==> src/hdl/glls_pkg.sv <==
`timescale 1ns / 1ps

package glls_pkg;

    localparam int VAL_W     = 64;
    localparam int ID_W      = 32;
    localparam int LAG_W     = 6;
    // magnitude of a 6-bit signed lag never exceeds 32
    localparam int MAG_W     = 6;
    localparam int CFG_IDX_W = 1;
    localparam int ENTRY_W   = VAL_W + ID_W;

    localparam logic [CFG_IDX_W-1:0] CFG_LAG_AMOUNT    = 1'b0;
    localparam logic [CFG_IDX_W-1:0] CFG_REPLACE_VALUE = 1'b1;

    localparam logic signed [LAG_W-1:0] LAG_RESET     = 6'sd1;
    localparam logic [VAL_W-1:0]        REPLACE_RESET = '0;

    typedef enum logic [1:0] {
        MODE_PASS,
        MODE_LAG,
        MODE_LEAD
    } mode_t;

    // item handed from the ring access stage to the result stage
    typedef struct packed {
        logic [VAL_W-1:0]        sample_value;
        logic signed [ID_W-1:0]  group_id;
        logic                    end_of_vector;
        mode_t                   mode;
        logic                    have_src;
        logic                    main_beat;
        logic [MAG_W-1:0]        flush_cnt;
    } issue_t;

endpackage

==> src/hdl/glls_ram.sv <==
`timescale 1ns / 1ps

module glls_ram #(
    parameter int WIDTH = 8,
    parameter int DEPTH = 16,
    localparam int AW = (DEPTH > 1) ? $clog2(DEPTH) : 1
) (
    input  logic             clk,
    input  logic             we,
    input  logic [AW-1:0]    waddr,
    input  logic [WIDTH-1:0] wdata,
    input  logic             re,
    input  logic [AW-1:0]    raddr,
    output logic [WIDTH-1:0] rdata
);

    logic [WIDTH-1:0] mem [DEPTH];
    logic [WIDTH-1:0] rdata_reg;

    // read-first: a read of the entry written in the same cycle returns old data
    always_ff @(posedge clk)
    begin
        if (we)
        begin
            mem[waddr] <= wdata;
        end
        if (re)
        begin
            rdata_reg <= mem[raddr];
        end
    end

    assign rdata = rdata_reg;

endmodule

==> src/hdl/glls_ring_ctrl.sv <==
`timescale 1ns / 1ps

module glls_ring_ctrl #(
    parameter int MAX_LAG = 16,
    localparam int AW = (MAX_LAG > 1) ? $clog2(MAX_LAG) : 1
) (
    input  logic                              clk,
    input  logic                              rst_n,
    input  logic                              accept,
    input  logic                              clear,
    input  logic signed [glls_pkg::LAG_W-1:0] lag_amount,
    input  logic [glls_pkg::VAL_W-1:0]        sample_value,
    input  logic signed [glls_pkg::ID_W-1:0]  group_id,
    input  logic                              end_of_vector,
    output logic                              ram_we,
    output logic [AW-1:0]                     ram_waddr,
    output logic [AW-1:0]                     ram_raddr,
    output glls_pkg::issue_t                  issue
);

    import glls_pkg::*;

    localparam int SW = $clog2(MAX_LAG + 1);

    logic [AW-1:0]    wp_reg;
    logic [AW-1:0]    wp_next;
    logic [SW-1:0]    seen_reg;
    logic [SW-1:0]    seen_next;
    logic [MAG_W-1:0] lag_bits;
    logic [MAG_W-1:0] abs_lag;
    logic [MAG_W-1:0] mag;
    logic [MAG_W-1:0] seen_ext;
    logic [MAG_W-1:0] seen_inc;
    logic [MAG_W-1:0] left;
    logic [MAG_W:0]   back_sum;
    logic [MAG_W:0]   back_addr;
    mode_t            mode;
    logic             have;

    always_comb
    begin
        lag_bits = MAG_W'(unsigned'(lag_amount));
        abs_lag  = lag_amount[LAG_W-1] ? (~lag_bits + 1'b1) : lag_bits;
        mag      = (abs_lag > MAG_W'(MAX_LAG)) ? MAG_W'(MAX_LAG) : abs_lag;

        if (lag_amount == '0)
        begin
            mode = MODE_PASS;
        end
        else if (lag_amount[LAG_W-1])
        begin
            mode = MODE_LEAD;
        end
        else
        begin
            mode = MODE_LAG;
        end

        seen_ext = MAG_W'(seen_reg);
        have     = (seen_ext >= mag);
        seen_inc = (seen_ext < MAG_W'(MAX_LAG)) ? seen_ext + 1'b1 : seen_ext;
        left     = (seen_inc < mag) ? seen_inc : mag;

        // slot mag entries behind the write pointer, modulo ring depth
        back_sum  = (MAG_W+1)'(wp_reg) + (MAG_W+1)'(MAX_LAG) - (MAG_W+1)'(mag);
        back_addr = (back_sum >= (MAG_W+1)'(MAX_LAG))
                    ? back_sum - (MAG_W+1)'(MAX_LAG) : back_sum;
        ram_raddr = AW'(back_addr);
    end

    assign ram_we    = accept;
    assign ram_waddr = wp_reg;

    always_comb
    begin
        issue.sample_value  = sample_value;
        issue.group_id      = group_id;
        issue.end_of_vector = end_of_vector;
        issue.mode          = mode;
        issue.have_src      = have;
        issue.main_beat     = (mode != MODE_LEAD) || have;
        issue.flush_cnt     = ((mode == MODE_LEAD) && end_of_vector) ? left : '0;
    end

    always_comb
    begin
        wp_next   = wp_reg;
        seen_next = seen_reg;
        if (clear)
        begin
            wp_next   = '0;
            seen_next = '0;
        end
        else if (accept)
        begin
            if (end_of_vector)
            begin
                wp_next   = '0;
                seen_next = '0;
            end
            else
            begin
                wp_next   = (wp_reg == AW'(MAX_LAG - 1)) ? '0 : wp_reg + 1'b1;
                seen_next = SW'(seen_inc);
            end
        end
    end

    always_ff @(posedge clk or negedge rst_n)
    begin
        if (!rst_n)
        begin
            wp_reg   <= '0;
            seen_reg <= '0;
        end
        else
        begin
            wp_reg   <= wp_next;
            seen_reg <= seen_next;
        end
    end

endmodule

==> src/hdl/glls_emit.sv <==
`timescale 1ns / 1ps

module glls_emit (
    input  logic                             clk,
    input  logic                             rst_n,
    input  logic                             accept,
    input  glls_pkg::issue_t                 issue,
    input  logic [glls_pkg::VAL_W-1:0]       ram_value,
    input  logic [glls_pkg::ID_W-1:0]        ram_id,
    input  logic [glls_pkg::VAL_W-1:0]       replace_value,
    input  logic                             out_stall,
    output logic                             busy,
    output logic                             out_valid,
    output logic [glls_pkg::VAL_W-1:0]       shifted_value,
    output logic                             was_replaced,
    output logic                             last_output
);

    import glls_pkg::*;

    issue_t           s1_reg;
    logic             s1_valid_reg;
    logic             s1_valid_next;
    logic             s1_main_reg;
    logic             s1_main_next;
    logic [MAG_W-1:0] s1_flush_reg;
    logic [MAG_W-1:0] s1_flush_next;

    logic             out_valid_reg;
    logic [VAL_W-1:0] value_reg;
    logic             replaced_reg;
    logic             last_reg;

    logic             pending;
    logic             out_load;
    logic             emit_now;
    logic             last_beat;
    logic             s1_done;
    logic             match;
    logic [VAL_W-1:0] beat_value;
    logic             beat_replaced;
    logic             beat_last;

    always_comb
    begin
        pending   = s1_main_reg || (s1_flush_reg != '0);
        out_load  = !out_valid_reg || !out_stall;
        emit_now  = s1_valid_reg && pending && out_load;
        last_beat = s1_main_reg ? (s1_flush_reg == '0) : (s1_flush_reg == MAG_W'(1));
        s1_done   = s1_valid_reg && (!pending || (out_load && last_beat));
        busy      = s1_valid_reg && !s1_done;
    end

    always_comb
    begin
        match         = (ram_id == unsigned'(s1_reg.group_id));
        beat_value    = replace_value;
        beat_replaced = 1'b1;
        beat_last     = 1'b0;
        if (s1_main_reg)
        begin
            case (s1_reg.mode)
                MODE_PASS:
                begin
                    beat_value    = s1_reg.sample_value;
                    beat_replaced = 1'b0;
                    beat_last     = s1_reg.end_of_vector;
                end
                MODE_LAG:
                begin
                    if (s1_reg.have_src && match)
                    begin
                        beat_value    = ram_value;
                        beat_replaced = 1'b0;
                    end
                    beat_last = s1_reg.end_of_vector;
                end
                MODE_LEAD:
                begin
                    if (match)
                    begin
                        beat_value    = s1_reg.sample_value;
                        beat_replaced = 1'b0;
                    end
                end
                default:
                begin
                    beat_value    = s1_reg.sample_value;
                    beat_replaced = 1'b0;
                    beat_last     = s1_reg.end_of_vector;
                end
            endcase
        end
        else
        begin
            // flush beat: replacement, last one closes the vector
            beat_last = (s1_flush_reg == MAG_W'(1));
        end
    end

    always_comb
    begin
        s1_valid_next = s1_valid_reg;
        s1_main_next  = s1_main_reg;
        s1_flush_next = s1_flush_reg;
        if (accept)
        begin
            s1_valid_next = 1'b1;
            s1_main_next  = issue.main_beat;
            s1_flush_next = issue.flush_cnt;
        end
        else if (s1_done)
        begin
            s1_valid_next = 1'b0;
            s1_main_next  = 1'b0;
            s1_flush_next = '0;
        end
        else if (emit_now)
        begin
            if (s1_main_reg)
            begin
                s1_main_next = 1'b0;
            end
            else
            begin
                s1_flush_next = s1_flush_reg - 1'b1;
            end
        end
    end

    always_ff @(posedge clk or negedge rst_n)
    begin
        if (!rst_n)
        begin
            s1_valid_reg  <= 1'b0;
            s1_main_reg   <= 1'b0;
            s1_flush_reg  <= '0;
            out_valid_reg <= 1'b0;
        end
        else
        begin
            s1_valid_reg <= s1_valid_next;
            s1_main_reg  <= s1_main_next;
            s1_flush_reg <= s1_flush_next;
            if (out_load)
            begin
                out_valid_reg <= emit_now;
            end
        end
    end

    always_ff @(posedge clk)
    begin
        if (accept)
        begin
            s1_reg <= issue;
        end
        if (out_load)
        begin
            value_reg    <= beat_value;
            replaced_reg <= beat_replaced;
            last_reg     <= beat_last;
        end
    end

    assign out_valid     = out_valid_reg;
    assign shifted_value = value_reg;
    assign was_replaced  = replaced_reg;
    assign last_output   = last_reg;

endmodule

==> src/hdl/grouped_lag_lead_shift.sv <==
`timescale 1ns / 1ps
// Path: an accepted input beat is registered in the result stage along with its ring read,
// and its result then moves into the output register once that register can load.
// Throughput: one input beat per cycle; a final element under a lead holds in_stall until
// its flushed replacements (up to the lead clamped to MAX_LAG) have moved into the
// output register, one per cycle; a stalled output stalls the input once a beat waits.
// Reset: asynchronous, clears pointers, counts, pipeline valids and configuration
// (lag 1, replacement 0); ring contents stay undefined and need no clearing pass.

module grouped_lag_lead_shift #(
    parameter int MAX_LAG = 16
) (
    input  logic                                 clk,
    input  logic                                 rst_n,
    input  logic                                 in_valid,
    output logic                                 in_stall,
    input  logic [glls_pkg::VAL_W-1:0]           sample_value,
    input  logic signed [glls_pkg::ID_W-1:0]     group_id,
    input  logic                                 end_of_vector,
    output logic                                 out_valid,
    input  logic                                 out_stall,
    output logic [glls_pkg::VAL_W-1:0]           shifted_value,
    output logic                                 was_replaced,
    output logic                                 last_output,
    input  logic                                 cfg_valid,
    output logic                                 cfg_ready,
    input  logic [glls_pkg::CFG_IDX_W-1:0]       cfg_index,
    input  logic [glls_pkg::VAL_W-1:0]           cfg_data
);

    import glls_pkg::*;

    localparam int AW = (MAX_LAG > 1) ? $clog2(MAX_LAG) : 1;

    logic signed [LAG_W-1:0] lag_reg;
    logic [VAL_W-1:0]        replace_reg;
    logic                    cfg_write;
    logic                    lag_write;
    logic                    accept;
    logic                    busy;
    logic                    ram_we;
    logic [AW-1:0]           ram_waddr;
    logic [AW-1:0]           ram_raddr;
    logic [ENTRY_W-1:0]      ram_rdata;
    issue_t                  issue;

    assign cfg_ready = 1'b1;
    assign cfg_write = cfg_valid && cfg_ready;
    assign lag_write = cfg_write && (cfg_index == CFG_LAG_AMOUNT);
    assign in_stall  = busy;
    assign accept    = in_valid && !in_stall;

    always_ff @(posedge clk or negedge rst_n)
    begin
        if (!rst_n)
        begin
            lag_reg     <= LAG_RESET;
            replace_reg <= REPLACE_RESET;
        end
        else if (cfg_write)
        begin
            case (cfg_index)
                CFG_LAG_AMOUNT:    lag_reg     <= signed'(cfg_data[LAG_W-1:0]);
                CFG_REPLACE_VALUE: replace_reg <= cfg_data;
                default:           ;
            endcase
        end
    end

    glls_ring_ctrl #(
        .MAX_LAG (MAX_LAG)
    ) u_ring_ctrl (
        .clk           (clk),
        .rst_n         (rst_n),
        .accept        (accept),
        .clear         (lag_write),
        .lag_amount    (lag_reg),
        .sample_value  (sample_value),
        .group_id      (group_id),
        .end_of_vector (end_of_vector),
        .ram_we        (ram_we),
        .ram_waddr     (ram_waddr),
        .ram_raddr     (ram_raddr),
        .issue         (issue)
    );

    glls_ram #(
        .WIDTH (ENTRY_W),
        .DEPTH (MAX_LAG)
    ) u_ring_ram (
        .clk   (clk),
        .we    (ram_we),
        .waddr (ram_waddr),
        .wdata ({sample_value, unsigned'(group_id)}),
        .re    (accept),
        .raddr (ram_raddr),
        .rdata (ram_rdata)
    );

    glls_emit u_emit (
        .clk           (clk),
        .rst_n         (rst_n),
        .accept        (accept),
        .issue         (issue),
        .ram_value     (ram_rdata[ENTRY_W-1:ID_W]),
        .ram_id        (ram_rdata[ID_W-1:0]),
        .replace_value (replace_reg),
        .out_stall     (out_stall),
        .busy          (busy),
        .out_valid     (out_valid),
        .shifted_value (shifted_value),
        .was_replaced  (was_replaced),
        .last_output   (last_output)
    );

endmodule

==> config.mk <==
export PLATFORM = sky130hd
export DESIGN_NAME = grouped_lag_lead_shift
export DESIGN_NICKNAME = d
export VERILOG_FILES = /design/src/hdl/glls_pkg.sv /design/src/hdl/glls_ram.sv /design/src/hdl/glls_ring_ctrl.sv /design/src/hdl/glls_emit.sv /design/src/hdl/grouped_lag_lead_shift.sv
export SDC_FILE = /design/constraint.sdc
export NUM_CORES = 2
export LEC_CHECK = 0
export BUFFER_PORTS_ARGS = -buffer_cell sky130_fd_sc_hd__clkbuf_2
export CAP_MARGIN = 40
export CORE_UTILIZATION = 40
export CTS_BUF_LIST = sky130_fd_sc_hd__clkbuf_8
export CTS_CLUSTER_DIAMETER = 40
export DETAILED_ROUTE_END_ITERATION = 10
export PLACE_DENSITY = 0.53
export SLEW_MARGIN = 20
export SYNTH_ARGS = -nofsm -noshare
export SYNTH_HDL_FRONTEND = slang
export SYNTH_SLANG_ARGS = --single-unit
export TNS_END_PERCENT = 30
==> constraint.sdc <==
create_clock -name clk -period 17.7 [get_ports clk]
set_input_delay 0 -clock clk [delete_from_list [all_inputs] [get_ports clk]]
set_output_delay 0 -clock clk [all_outputs]
set_load 0.02 [all_outputs]
== Word-level counts from Yosys, hierarchy flattened ==
Memories as Yosys holds them, arrays and structs flattened. A register that Yosys moved wholly into a read port is not among the register bits.
Index checks and enable logic that the tools add are counted.

* Input bits: 167
* Memory bits (writable): 1536
* Logic and storage cells: 102
* Latch bits: 0
* Flip-flop bits (word level): 254
* Bits in read-only memories: 0
* Output and inout port bits: 69
* Memories: 1

* Divide/modulo/power cells: 0
* Mux-type cells: 36
* Bitwise gates (word level): 2
* Shifts and indexed selects: 0
* Eq/ne operators: 8
* Reductions and logical operators: 27
* $add $sub $neg: 7
* Order comparisons: 5
* $mul: 0

{| class="wikitable"
|+ Memories
! name !! depth !! width !! read ports !! clocked after Yosys merged registers in !! wr ports !! RTL line !! source
|-
| u_ring_ram.mem || 16 || 96 || 1 || 1 || 1 || glls_ram.sv:17 || <nowiki>logic [WIDTH-1:0] mem [DEPTH];</nowiki>
|}

{| class="wikitable"
|+ Operators with widths
! kind !! number
|-
| 64-bit two-way mux || 3
|-
| 64-bit case mux with 2 select lines || 1
|-
| 6-bit two-way mux || 9
|-
| 32-bit equality test || 1
|-
| 4-bit two-way mux || 5
|-
| 5-bit two-way mux || 3
|-
| 6-bit zero test || 2
|-
| 1-bit two-way mux || 12
|-
| 1-bit logical AND || 9
|-
| 7-bit by 5-bit >= comparator with 1-bit output (second input constant) || 1
|-
| 6-bit by 6-bit subtractor with 7-bit output || 1
|-
| 4-bit by 5-bit adder with 6-bit output (second input constant) || 1
|-
| 5-bit by 1-bit adder with 6-bit output (second input constant) || 1
|-
| 6-bit by 1-bit adder with 6-bit output (second input constant) || 1
|-
| 6-bit by 1-bit equality test with 1-bit output (second input constant) || 1
|-
| 5-bit by 6-bit >= comparator with 1-bit output || 1
|-
| 6-bit by 5-bit > comparator with 1-bit output (second input constant) || 1
|-
| 6-bit < comparator || 1
|-
| 6-bit inverter || 1
|-
| 2-bit AND reduction || 3
|-
| 6-bit nonzero test || 1
|-
| 6-bit by 1-bit subtractor with 6-bit output (second input constant) || 1
|-
| 1-bit zero test || 5
|-
| 5-bit < comparator (second input constant) || 1
|-
| 13 further kinds || 19
|}

== Depth between registers and ports, before layout ==
* Depth after elaboration: 11
* Depth in mapped cells: 14
* Depth with buffers taken out: 12

== Cells and area by module ==
From an unflattened synthesis, not the netlist that was laid out.

* Cell total of the unflattened synthesis: 3741
* Area total of the unflattened synthesis: 74654.1 µm²

{| class="wikitable"
|+ Modules (own cells, without submodules)
! module !! cells an instance !! instances !! area an instance (µm²) !! sequential area each (µm²)
|-
| glls_ram || 2460 || 1 || 60316.6 || 49007.0
|-
| glls_emit || 883 || 1 || 9723.1 || 5210.0
|-
| grouped_lag_lead_shift || 153 || 1 || 2686.3 || 1752.9
|-
| glls_ring_ctrl || 245 || 1 || 1928.1 || 225.2
|}

== Worst setup path after synthesis ==
No wires, ideal clock.

* Path kind: register -> register
* From: register u_emit.s1_flush_reg[0]
* To: memory u_ring_ram.mem[0][0] (netlist name) (enable)
* Data arrival time: 10.986 ns
* Buffers on the path: 1
* Period minus slack after synthesis: 11.653 ns
* Stages on the path, launching flop included: 10
* Library setup time: 0.668 ns
* Required time: 17.032 ns
* Slack: 6.047 ns
* Cell sequence: dfrtp_1 > inv_1 > ha_1 > nor3b_1 > a32oi_1 > o21ai_1 > and2_1 > buf_2 > nand2_1 > nor3_1

* Longest elaborated chain between the ends: 11
* Elaborated cells on any way between the ends: 15
* Classes of those cells: 1 x eq/ne; 3 x mux; 11 x reduce/logical

{| class="wikitable"
|+ Ends and longest elaborated chain
! item !! RTL line !! source
|-
| from (decl) || glls_emit.sv:26 || <nowiki>logic [MAG_W-1:0] s1_flush_reg;</nowiki>
|-
| from (signal assigned) || glls_emit.sv:144 || <nowiki>s1_flush_reg <= s1_flush_next;</nowiki>
|-
| 6-bit by 1-bit equality test with 1-bit output, or another cell as far along || glls_emit.sv:49 || <nowiki>last_beat = s1_main_reg ? (s1_flush_reg == '0) : (s1_flush_reg == MAG_W'(1));</nowiki>
|-
| 1-bit two-way mux or 1-bit logical OR (tied branches) || glls_emit.sv:49, glls_emit.sv:46 ||
|-
| 1-bit logical AND or 1-bit zero test (tied branches) || glls_emit.sv:50 || <nowiki>s1_done = s1_valid_reg && (!pending || (out_load && last_beat));</nowiki>
|-
| 1-bit logical OR (*) || glls_emit.sv:50 ||
|-
| 1-bit logical AND (*) || glls_emit.sv:50 ||
|-
| 1-bit zero test (*) || glls_emit.sv:51 || <nowiki>busy = s1_valid_reg && !s1_done;</nowiki>
|-
| 1-bit logical AND (*) || glls_emit.sv:51 ||
|-
| 1-bit zero test (*) || grouped_lag_lead_shift.sv:51 || <nowiki>assign accept = in_valid && !in_stall;</nowiki>
|-
| 1-bit logical AND (*) || grouped_lag_lead_shift.sv:51 ||
|-
| net accept || grouped_lag_lead_shift.sv:39 || <nowiki>logic accept;</nowiki>
|-
| 1-bit two-way mux (*) || glls_ram.sv:23 || <nowiki>if (we)</nowiki>
|-
| 1-bit two-way mux (implied by the code) (*) || glls_ram.sv:25 || <nowiki>mem[waddr] <= wdata;</nowiki>
|-
| to (decl) || glls_ram.sv:17 ||
|}

Mark *: on every way through the listed nets, which the timed path passes. The rest lies on a longest branch.

== Worst setup path in the final report ==
* From: register lag_reg[0]
* To: register u_ring_ram.rdata_reg[0] (netlist: u_ring_ram.rdata[0]), read port of u_ring_ram.mem (data pin)

* Longest elaborated chain between the ends: 8
* Elaborated cells on any way between the ends: 9
* Classes of those cells: 3 x add/sub; 2 x order compare; 3 x mux; 1 x bitwise

{| class="wikitable"
|+ Ends and longest elaborated chain
! item !! RTL line !! source
|-
| from (decl) || grouped_lag_lead_shift.sv:35 || <nowiki>logic signed [LAG_W-1:0] lag_reg;</nowiki>
|-
| from (signal assigned) || grouped_lag_lead_shift.sv:63 || <nowiki>CFG_LAG_AMOUNT: lag_reg <= signed'(cfg_data[LAG_W-1:0]);</nowiki>
|-
| 6-bit inverter || glls_ring_ctrl.sv:43 || <nowiki>abs_lag = lag_amount[LAG_W-1] ? (~lag_bits + 1'b1) : lag_bits;</nowiki>
|-
| 6-bit by 1-bit adder with 6-bit output || glls_ring_ctrl.sv:43 ||
|-
| 6-bit two-way mux (*) || glls_ring_ctrl.sv:43 ||
|-
| 6-bit by 5-bit > comparator with 1-bit output || glls_ring_ctrl.sv:44 || <nowiki>mag = (abs_lag > MAG_W'(MAX_LAG)) ? MAG_W'(MAX_LAG) : abs_lag;</nowiki>
|-
| 6-bit two-way mux (*) || glls_ring_ctrl.sv:44 ||
|-
| 6-bit by 6-bit subtractor with 7-bit output (*) || glls_ring_ctrl.sv:65 || <nowiki>back_sum = (MAG_W+1)'(wp_reg) + (MAG_W+1)'(MAX_LAG) - (MAG_W+1)'(mag);</nowiki>
|-
| 7-bit by 5-bit >= comparator with 1-bit output or 4-bit by 1-bit subtractor with 4-bit output (tied branches) || glls_ring_ctrl.sv:66, glls_ring_ctrl.sv:67 ||
|-
| 4-bit two-way mux (*) || glls_ring_ctrl.sv:67 || <nowiki>? back_sum - (MAG_W+1)'(MAX_LAG) : back_sum;</nowiki>
|-
| to (decl) || glls_ram.sv:18 || <nowiki>logic [WIDTH-1:0] rdata_reg;</nowiki>
|}

Mark *: on every way between the ends. The rest lies on a longest branch, timed or not.
A chain may end at the register's enable or synchronous reset.

==> key figures <==
Die
  – Die height: 431 µm
  – # IOs: 236
  – Core region area: 183000 µm²
  – Die area: 186000 µm²
  – Starting Density: 0.403
  – FP Rows: 157
  – Die Wd: 431 µm

Layout
  – Max reg flops: 1536
  – Multi-input combinational cell area: 16700 µm²
  – # nets final: 4486
  – Fraction of layout cells with a size suffix above 1: 0.331
  – Seq. cell area: 56200 µm²
  – Most frequent cells in the layout: 1798 x edfxtp_1, 474 x mux4_2, 375 x dlygate4sd3_1, 366 x clkbuf_8, 280 x nand2_1
  – Fill count: 14900
  – Commonest non-fill, non-tap cell in the layout: edfxtp_1
  – Cell area after layout: 89300 µm²
  – Area growth syn-to-layout: 21.3%

Synthesis
  – Synth async-reset ratio: 0.0467
  – Post-synth EDFFs: 1798
  – Synth Area per Inst: 21.7 µm²
  – Seq/Total Area, Yosys: 0.763
  – Post-synth top flop: edfxtp_1
  – Syn. warnings: 0
  – Mapped Cells: 3396
  – Mapped Area: 73600 µm²
  – Seq cells post-synth: 1886
  – Netlist cell types: 63

STA
  – Slew at the pin closest to its max-slew limit: 1.10 ns
  – Period utilization: 0.369
  – Worst slew margin: 0.265
  – RSZ-0062 raised after global routing: false
  – Final Max Tran Viols: 0
  – Max Fclk: 153 MHz
  – Final WS setup: 11.17 ns
  – Tmin final: 6.53 ns
  – Total negative slack: 0 ns
  – Setup Viol. Count Final: 0
  – Clock Skew: 0.0613 ns
  – Final Hold Fails: 0

Critical path
  – Max FO, Critical Path: 48
  – CP Capture Type: flip-flop
  – CP max stage delay: 1.13 ns
  – Crit path DAT: 7.26 ns
  – Nature of the critical path startpoint: flip-flop
  – Critical path type: reg2reg
  – Buffers & Inverters on Critical Path: 5
  – Worst-path cell chain: inv_1 > ha_1 > nor3b_1 > a31o_2 > a221oi_2 > ha_4 > inv_1 > fa_4 > buf_4 > buf_4 > buf_4 > mux4_2 > mux4_1
  – CP delay by family, top: buffers and inverters
  – CP required: 18.43 ns
  – Crit-path most repeated cell: buf_4
  – Slowest-stage cell, CP: fa_4

Placed design
  – Post-DP HPWL: 101000 µm
  – Placed cell area: 78700 µm²
  – RePlAce Congestion: 0.738
  – Place WS: 11.09 ns
  – I/O Buffers: 234

Global routing
  – Total grt overflow: 0
  – First-pass GRT wire length: 279000 µm
  – Vias in the first global route: 39900
  – Largest net degree at the start of global routing: 147
  – GRT Util Overall: 0.208
  – Initial antenna violation count: 20

Route
  – Vias per inst: 5.40
  – Drt wl/cell: 27.3 µm
  – DRC: 0
  – Vias: 37900
  – Detailed Routing Iterations Pass 1: 5
  – DRT Wirelength: 192000 µm
  – Initial detailed-routing violation count: 3182
  – Detail Route Antenna Nets: 0

Pwr
  – Power per cell area: 152 nW/µm²
  – Lkg Pwr: 29.4 nW
  – Max VDD drop: 0.197 mV

Clock tree
  – CTS Buf Count: 350
  – Postcts setup bufs: 0
  – Clk buf depth: 4
  – CTS H-tree lvls: 5
  – CTS resizes: 0
  – Clock latency on the worst-skew pair: 1.03 ns
  – Hold Buf Count CTS: 376
  – Clk slew on worst S/H paths: 0.06 ns
  – Clock root buffer: clkbuf_8
  – TritonCTS clock tree: yes
  – Clock Sinks: 1886

Flow run
  – Max Cap Viol: 0

Min path
  – Hold crit path type: in2reg

Outcome
  – Status: finished clean
-- worst register-to-register path: stages (launching register included) --
cell	delay, ns
dfstp_2	0.53
inv_1	0.08
ha_1	0.25
nor3b_1	0.21
a31o_2	0.27
a221oi_2	0.46
ha_4	0.20
inv_1	0.06
fa_4	1.13
buf_4	0.70
buf_4	0.75
buf_4	0.71
mux4_2	0.44
mux4_1	0.48
-- path summary, 6_finish.rpt --
| kind | from | end | slack (ns) | depth (start not counted) |
|---|---|---|---|---|
| setup / recovery | lag_reg[0] | u_ring_ram.rdata[0] | 11.17 | 13 |
| hold / removal | sample_value[55] | u_ring_ram.mem[7][87] | 0.05 | 2 |
| setup reg to reg | lag_reg[0] | u_ring_ram.rdata[0] | 11.17 | 13 |
| hold reg to reg | replace_reg[10] | replace_reg[10] | 0.57 | 1 |
| max in group asynchronous | rst_n | replace_reg[46] | 16.98 | 5 |
| min in group asynchronous | rst_n | u_emit.s1_valid_reg | 0.12 | 4 |
-- per-stage QoR --
| stage | hold slack [ns] | util | cells | total power, mW |
|---|---|---|---|---|
| after floorplan | -0.296 | - | 3397 | 8.44 |
| after global placement | 0.168 | 0.426 | 5991 | 9.46 |
| after detailed placement | -0.0421 | 0.431 | 6025 | 9.59 |
| after CTS | 0.000774 | 0.488 | 7011 | 13.7 |
| after global routing | 0.0648 | 0.489 | 7020 | 14.1 |
| final | 0.0509 | 0.489 | 7023 | 13.5 |
-- cell families after synthesis --
family                     share of synthesized area
xor gates and xnor gates                     0.00549
muxes                                          0.177
DFF                                            0.763
adders and majority gates                    0.00418
AOI/OAI and AO/OA                             0.0171
and+or+nand+nor                               0.0207
buffers and inverters                         0.0125
other                                       0.000102
-- power breakdown --
part	total, mW	leakage [nW]	internal, mW	switching (mW)
registers	5.65	17.4	5.48	0.173
logic	3.87	8.37	1.89	1.98
clock network	4.03	3.70	2.23	1.79
total	13.5	29.4	9.59	3.95
-- cells in the mapped netlist, types with 2 or more instances --
library cell | count | area (µm²)
edfxtp_1 | 1798 | 54000
mux4_2 | 474 | 10700
nand2_1 | 282 | 1060
mux2_2 | 194 | 2180
clkbuf_1 | 153 | 574
dfrtp_1 | 87 | 2180
a31oi_1 | 67 | 419
o22ai_1 | 65 | 407
xor2_1 | 37 | 324
nor2_1 | 24 | 90.1
ha_1 | 23 | 288
inv_1 | 22 | 82.6
buf_2 | 18 | 90.1
o21ai_0 | 17 | 85.1
a21oi_1 | 12 | 60.1
nand3_1 | 10 | 50.1
nor4_1 | 8 | 50.1
a21o_1 | 7 | 52.6
nand2b_1 | 7 | 43.8
nor3_1 | 7 | 35.0
and2_1 | 6 | 37.5
mux4_1 | 6 | 158
xnor2_1 | 6 | 52.6
buf_12 | 5 | 100
buf_6 | 5 | 56.3
buf_1 | 3 | 11.3
nand4_1 | 3 | 18.8
nor2b_1 | 3 | 18.8
o211ai_1 | 3 | 22.5
o311ai_0 | 3 | 26.3
a211oi_1 | 2 | 15.0
a32o_1 | 2 | 20.0
a32oi_1 | 2 | 17.5
and4_1 | 2 | 17.5
conb_1 | 2 | 7.51
nor3b_1 | 2 | 15.0
or2_2 | 2 | 12.5
or3_1 | 2 | 12.5
-- metal layers --
metal	wire [µm]	vias up	GRT usage	share of wire
li1	-	16000	-	-
met1	82900	20400	0.284	0.43
met2	94900	1152	0.341	0.49
met3	9450	352	0.0337	0.049
met4	4600	16	0.0649	0.024
met5	104	-	0	0.00054
-- final cells by class --
type,instances,share of cell area
Sequential cell,1886,0.629
Multi-Input combinational cell,1304,0.187
Timing Repair Buffer,731,0.0734
Clock buffer,366,0.0564
Tap cell,2464,0.0345
Clock inverter,244,0.0182
Inverter,22,0.000952
Antenna cell,6,0.000168
Note: power is estimated with default switching activity, not from simulation.
